<file path="src/rtl/bhc_pkg.sv">
package bhc_pkg;

   localparam int unsigned HEADER_BYTES = 24;
   localparam int unsigned CRC_BYTES    = 20;
   localparam int unsigned COUNT_W      = 5;

   localparam logic [31:0] CRC_POLY_REFLECTED = 32'h82F6_3B78;
   localparam logic [33:0] RAW_SLACK          = 34'd1024;

   // Header byte positions.
   localparam logic [COUNT_W-1:0] POS_FLAGS     = COUNT_W'(2);
   localparam logic [COUNT_W-1:0] POS_CODEC     = COUNT_W'(3);
   localparam logic [COUNT_W-1:0] POS_CRC_FIRST = COUNT_W'(CRC_BYTES);
   localparam logic [COUNT_W-1:0] POS_LAST      = COUNT_W'(HEADER_BYTES - 1);

   // Result status codes.
   localparam logic [1:0] STATUS_OK        = 2'd0;
   localparam logic [1:0] STATUS_TRUNCATED = 2'd1;
   localparam logic [1:0] STATUS_CORRUPT   = 2'd2;

   // Register indexes on the configuration port.
   localparam logic [1:0] REG_BLOCK_MAGIC = 2'd0;
   localparam logic [1:0] REG_STORED_MASK = 2'd1;
   localparam logic [1:0] REG_MAX_RAW     = 2'd2;

   localparam logic [15:0] MAGIC_RESET   = 16'h0000;
   localparam logic [7:0]  MASK_RESET    = 8'h01;
   localparam logic [31:0] MAX_RAW_RESET = 32'd268435456;

   typedef struct packed {
      logic [15:0] block_magic_value;
      logic [7:0]  stored_flag_mask;
      logic [31:0] max_raw_block_size;
   } bhc_cfg_type;

   typedef struct packed {
      logic [63:0] stream_offset;
      logic [31:0] raw_len;
      logic [31:0] stored_len;
      logic [7:0]  codec_number;
      logic [7:0]  block_flags;
      logic [1:0]  status;
   } bhc_result_type;

   localparam int unsigned RESULT_W = $bits(bhc_result_type);
   localparam int unsigned RSP_W    = ((RESULT_W + 7) / 8) * 8;

   // Reflected CRC-32C over one byte, one bit per step.
   function automatic logic [31:0] bhc_crc_byte(input logic [31:0] crc,
                                                input logic [7:0]  data);
      logic [31:0] c;
      c = crc ^ {24'd0, data};
      for (int k = 0; k < 8; k++) begin
         if (c[0]) begin
            c = (c >> 1) ^ CRC_POLY_REFLECTED;
         end else begin
            c = c >> 1;
         end
      end
      return c;
   endfunction

endpackage

</file>
<file path="src/rtl/bhc_capture.sv">
module bhc_capture (
   input  logic                   clock,
   input  logic                   reset,
   input  logic                   beat_valid,
   input  logic [7:0]             data_byte,
   input  logic                   end_of_buffer,
   input  bhc_pkg::bhc_cfg_type   cfg,
   output logic                   result_load,
   output bhc_pkg::bhc_result_type result
);
   import bhc_pkg::*;

   logic [COUNT_W-1:0] count_ff, count_in;
   logic [31:0]        crc_ff, crc_in;
   logic               done_ff, done_in;
   logic [15:0]        magic_ff, magic_in;
   logic [7:0]         flags_ff, flags_in;
   logic [7:0]         codec_ff, codec_in;
   logic [31:0]        stored_ff, stored_in;
   logic [31:0]        raw_ff, raw_in;
   logic [63:0]        offset_ff, offset_in;
   logic [23:0]        rcrc_ff, rcrc_in;
   logic               fields_bad_ff, fields_bad_in;
   logic [2:0]         off_idx;
   logic [33:0]        raw_limit;
   logic [64:0]        end_offset;
   logic               crc_bad;

   // Field checks run every cycle on the held fields. They are final from
   // the beat after byte 19 on, well before the last header byte arrives.
   always_comb begin
      raw_limit  = {2'd0, raw_ff} + {5'd0, raw_ff[31:3]} + RAW_SLACK;
      end_offset = {1'b0, offset_ff} + {33'd0, raw_ff};
      fields_bad_in = (magic_ff != cfg.block_magic_value)
         || (((flags_ff & cfg.stored_flag_mask) != 8'd0) && (stored_ff != raw_ff))
         || (raw_ff == 32'd0) || (raw_ff > cfg.max_raw_block_size)
         || ({2'd0, stored_ff} > raw_limit)
         || end_offset[64];
   end

   assign off_idx = count_ff[2:0] - 3'd4;
   assign crc_bad = (~crc_ff) != {data_byte, rcrc_ff};

   always_comb begin
      count_in    = count_ff;
      crc_in      = crc_ff;
      done_in     = done_ff;
      magic_in    = magic_ff;
      flags_in    = flags_ff;
      codec_in    = codec_ff;
      stored_in   = stored_ff;
      raw_in      = raw_ff;
      offset_in   = offset_ff;
      rcrc_in     = rcrc_ff;
      result_load = 1'b0;
      result      = '0;
      if (beat_valid) begin
         if (done_ff) begin
            if (end_of_buffer) begin
               count_in = '0;
               crc_in   = '1;
               done_in  = 1'b0;
            end
         end else begin
            if (count_ff < POS_CRC_FIRST) begin
               crc_in = bhc_crc_byte(crc_ff, data_byte);
            end
            case (count_ff) inside
               [5'd0:5'd1]:   magic_in[{count_ff[0], 3'b000} +: 8] = data_byte;
               POS_FLAGS:     flags_in = data_byte;
               POS_CODEC:     codec_in = data_byte;
               [5'd4:5'd7]:   stored_in[{count_ff[1:0], 3'b000} +: 8] = data_byte;
               [5'd8:5'd11]:  raw_in[{count_ff[1:0], 3'b000} +: 8] = data_byte;
               [5'd12:5'd19]: offset_in[{off_idx, 3'b000} +: 8] = data_byte;
               [5'd20:5'd22]: rcrc_in[{count_ff[1:0], 3'b000} +: 8] = data_byte;
               default: ;
            endcase
            if (count_ff == POS_LAST) begin
               result_load = 1'b1;
               if (fields_bad_ff || crc_bad) begin
                  result.status = STATUS_CORRUPT;
               end else begin
                  result.status        = STATUS_OK;
                  result.block_flags   = flags_ff;
                  result.codec_number  = codec_ff;
                  result.stored_len    = stored_ff;
                  result.raw_len       = raw_ff;
                  result.stream_offset = offset_ff;
               end
               if (end_of_buffer) begin
                  count_in = '0;
                  crc_in   = '1;
               end else begin
                  done_in = 1'b1;
               end
            end else if (end_of_buffer) begin
               result_load   = 1'b1;
               result.status = STATUS_TRUNCATED;
               count_in      = '0;
               crc_in        = '1;
            end else begin
               count_in = count_ff + 1'b1;
            end
         end
      end
   end

   always_ff @(posedge clock) begin
      if (reset) begin
         count_ff <= '0;
         crc_ff   <= '1;
         done_ff  <= 1'b0;
      end else begin
         count_ff <= count_in;
         crc_ff   <= crc_in;
         done_ff  <= done_in;
      end
   end

   always_ff @(posedge clock) begin
      magic_ff      <= magic_in;
      flags_ff      <= flags_in;
      codec_ff      <= codec_in;
      stored_ff     <= stored_in;
      raw_ff        <= raw_in;
      offset_ff     <= offset_in;
      rcrc_ff       <= rcrc_in;
      fields_bad_ff <= fields_bad_in;
   end

endmodule

</file>
<file path="config.mk">
export PLATFORM = sky130hd
export DESIGN_NAME = bhc_capture
export DESIGN_NICKNAME = d
export VERILOG_FILES = /design/src/rtl/bhc_pkg.sv /design/src/rtl/bhc_capture.sv
export SDC_FILE = /design/constraint.sdc
export NUM_CORES = 1
export LEC_CHECK = 0
export BUFFER_PORTS_ARGS = -buffer_cell sky130_fd_sc_hd__buf_4
export CAP_MARGIN = 20
export CORE_ASPECT_RATIO = 1.2
export CORE_MARGIN = 4
export CORE_UTILIZATION = 55
export DETAILED_ROUTE_END_ITERATION = 6
export GPL_TIMING_DRIVEN = 0
export PLACE_DENSITY = 0.78
export SLEW_MARGIN = 10
export SYNTH_ARGS = -nofsm -noshare
export SYNTH_HDL_FRONTEND = slang
export SYNTH_SLANG_ARGS = --single-unit
</file>
<file path="constraint.sdc">
create_clock -name clock -period 4.97 [get_ports clock]
set_clock_uncertainty 0.05 [all_clocks]
set_input_delay 0.2485 -clock clock [delete_from_list [all_inputs] [get_ports clock]]
set_output_delay 0.2485 -clock clock [all_outputs]
set_load 0.005 [all_outputs]
</file>
==> summary.md <==
| Metric | Value |
|---|---|
| Setup ws final | 33.7 ps |
| Seq cells post-synth | 223 |
| CP Cell Sequence | ha_1, ha_2, inv_2, fa_2, nor2b_2, o31a_1, o21ai_2, a21oi_4, a22o_1, a41oi_2, nand2b_1, xnor2_2, ha_1, a21o_1, a21oi_2, nor2b_1, a2111oi_2, nand3_1, o211ai_1, a31oi_1, a2111o_1 |
| CP Capture Type | flop |
| Setup Crit Path Kind | flop to flop |
| Slowest stage delay, CP | 510 ps |
| Fin crit share | 99.3% |
| XOR/XNOR share of the synthesized area | 12.4% |
| Mean post-synth cell area | 10.4 µm² |
| Placed Cells | 2,011 |
| Reg clk slew, reported paths | 70 ps |
| ANT cells | 0 |
| Top post-synthesis cells by area | edfxtp_1 37%, ha_1 13%, and2_1 8.9%, xnor2_1 6.3%, dfxtp_1 5.2% |
| Clock Path Buffers | 3 |
| Core area | 27,100 µm² |
| Final nets | 1,977 |
| Drt total wl | 46.5 mm |
| GPL Wtd Cong | 0.949 |
| Residual DRC | 0 |
| Asr flop ratio synth | 0% |
| DP Area | 17,100 µm² |
| Initial core utilization | 55.7% |
| Cell taking the most area after synthesis | edfxtp_1 |
| Fmax | 0.203 GHz |
| EDFF count, synth | 184 |
| Hold Fails Final Rpt | 0 |
| DRT iter0 DRCs | 1,000 |
| Synth top area share | 36.6% |
| Syn_nets | 1,685 |
| Critical path peak fanout | 5 |
| Footprint of the multi-input gates | 8470 µm² |
| Post-synthesis adder-cell area fraction | 13.3% |
| Slew Viols, Final | 0 |
| DR vias/cell | 5.92 |
| Initial antenna violation count | 0 |
| TritonCTS clock tree | yes |
| GRT Total Usage | 29.5% |
| Cell area power density | 340 nW/µm² |
| Mux share of post-synthesis cell area | 0.0664% |
| Final setup viols | 0 |
| Design area | 18,400 µm² |
| Largest net degree at the start of global routing | 18 |
| Worst rel slew slack | 31.6% |
| First-pass GRT wire length | 69.8 mm |
| Die H | 189 µm |
| Worst vdd ir | 0.000580 V |
| Post-synthesis sequential area ratio | 41.8% |
| Area of the mapped netlist | 15,100 µm² |
| DP Worst Slack | -639 ps |
| Die footprint | 30,200 µm² |
| Post-route insts no fill | 2,103 |
| CTS HTree Levels | 1 |
| Synth cell types | 61 |
| Gr ovfl total | 0 |
| Total design power | 6.23 mW |
| Synth top cells by count | 214 x and2_1, 184 x edfxtp_1, 159 x ha_1 |
| Most numerous cell in the Yosys netlist | and2_1 |
| Crit path arrival time | 5250 ps |
| Clock sinks | 223 |
| Skew-Pair Late Insertion Delay | 510 ps |
| Vias | 12,458 |
| Total CTS buffers | 20 |
| Crit path time final | 4940 ps |
| Worst path required time | 5280 ps |
| Register area | 6310 µm² |
| Type of origin of the critical path | flop |
| IO buf count | 213 |
| Most frequent CP cell | ha_1 |
| Post-Synth Simple-Gate Area | 20.0% |
| Number of top-level pins | 215 |
| Worst hold path class | input pin to flop |
| Status | finished clean |
| RSZ-0062 raised after global routing | yes |
| Synth Area in Compound Gates | 9.54% |
| Area Overhead vs Synth | 21.7% |
| Share of cells above drive strength 1 | 19.3% |
| Fin Setup TNS | 0 ps |
| Clock root buffer | clkbuf_16 |
| Final ANT Viol Nets | 0 |
| Largest family of logic cells by synthesized area | simple AND/OR/NAND/NOR gates |
| First-pass detailed-route iteration total | 6 |
| Mapped Cells | 1,457 |
| Max cap viols | 0 |
| Crit path max-delay cell type | edfxtp_1 |
| Post-synth top flop | edfxtp_1 |
| DP Wirelength | 34.7 mm |
| Worst-Margin Slew | 1020 ps |
| Die X | 159 µm |
| Leakage | 7.40 nW |
| # fillers | 2,079 |
| Vias in the first global route | 12,490 |
| Routed WL per cell | 22.1 µm |
| Rows | 66 |
| Synthesis Warnings | 0 |
==> per-layer routing <==
metal	vias to the layer above	GRT usage [%]	wire [µm]
met5	-	0	0
met4	0	14.7	2720
met3	155	4.25	3620
met2	646	52.4	23000
met1	5896	35.2	17200
li1	5761	-	-
==> placed cells by master (no fill, tap or decap), types with 5 or more instances in the layout <==
master         synthesis  final
nand3_1               13     13
o211ai_1               6      6
clkbuf_1              43     48
o21ai_0               35     35
o21a_1                10     10
o21ai_1                8      5
ha_1                 159    155
xnor2_2                5      6
nand4_1               37     37
inv_1                 66     65
a211oi_1               7      6
edfxtp_1             184    184
clkbuf_16              0     21
a21oi_1               66     61
and4_1                 5      5
dlygate4sd3_1          0      9
xnor2_1              108    107
or2_2                  5      5
buf_4                  0    259
nor2_1                85     85
nand2b_1              40     40
a22oi_1                5      5
and2_1               214    214
nor4_1                29     27
nor3_1                24     22
dfxtp_1               39     39
xnor2_4                5      5
xor2_1                63     63
nand2_1               58     58
nor2b_1               15     14
and3_1                10     10
o22ai_1               23     23
a21o_1                28     28
==> per-stage QoR <==
stage	hold WS (ps)	util [%]
finish	118	67.8
global route	151	67.8
CTS	94.4	66.9
detailed placement	457	63.3
global placement	461	63.2
floorplan	297	-
==> registers in the layout, summed over array words and instances (netlist names) <==
register / flops
flags_ff: 8
count_ff: 5
rcrc_ff: 24
raw_ff: 32
codec_ff: 8
fields_bad_ff: 1
stored_ff: 32
done_ff: 1
offset_ff: 64
magic_ff: 16
crc_ff: 32
==> area by class of cell <==
type	instances	area share, %
clock buffers	27	3.04
repair buffers	270	11.1
multi-input cells	1119	46.2
well taps	340	2.32
flip-flops and latches	223	34.4
plain buffers	49	1.02
inverters	66	1.35
clock inverters	9	0.613
==> power breakdown <==
group | internal [mW] | switching (mW) | leakage [nW]
clock network | 0.905 | 0.706 | 0.327
logic | 1.15 | 1.23 | 5.25
registers | 2.11 | 0.132 | 1.82
total | 4.17 | 2.06 | 7.40
==> kinds of logic after synthesis <==
group           after synthesis
simple gates                544
buf+inv                     115
flops                       223
xor+xnor                    187
mux                           1
fa+ha+maj                   160
compound gates              227
==> repair_timing <==
item                                    4_1_cts  5_1_grt
endpoints found under the setup margin        1        1
endpoints found under the hold margin        16        0
resized for setup                             6       19
buffers inserted                             27       18
hold buffers                                  9        0
pin swaps                                     4       16
==> worst paths after layout <==
kind | startpoint | endpoint | slack [ps] | cells past startpoint
setup reg to reg | raw_ff[4] | fields_bad_ff | 30 | 21
setup / recovery | raw_ff[4] | fields_bad_ff | 30 | 21
hold reg to reg | crc_ff[5] | crc_ff[5] | 500 | 2
hold / removal | end_of_buffer | crc_ff[28] | 120 | 5
==> worst max-delay path: cells and delay by family, from the launching register on <==
| family | cells | cell delay (ps) |
|---|---|---|
| flops | 1 | 510 |
| buf+inv | 1 | 70 |
| simple gates | 4 | 360 |
| xor+xnor | 1 | 160 |
| fa+ha+maj | 4 | 1090 |
| compound gates | 11 | 2540 |
(Power assumes the default switching activity.)
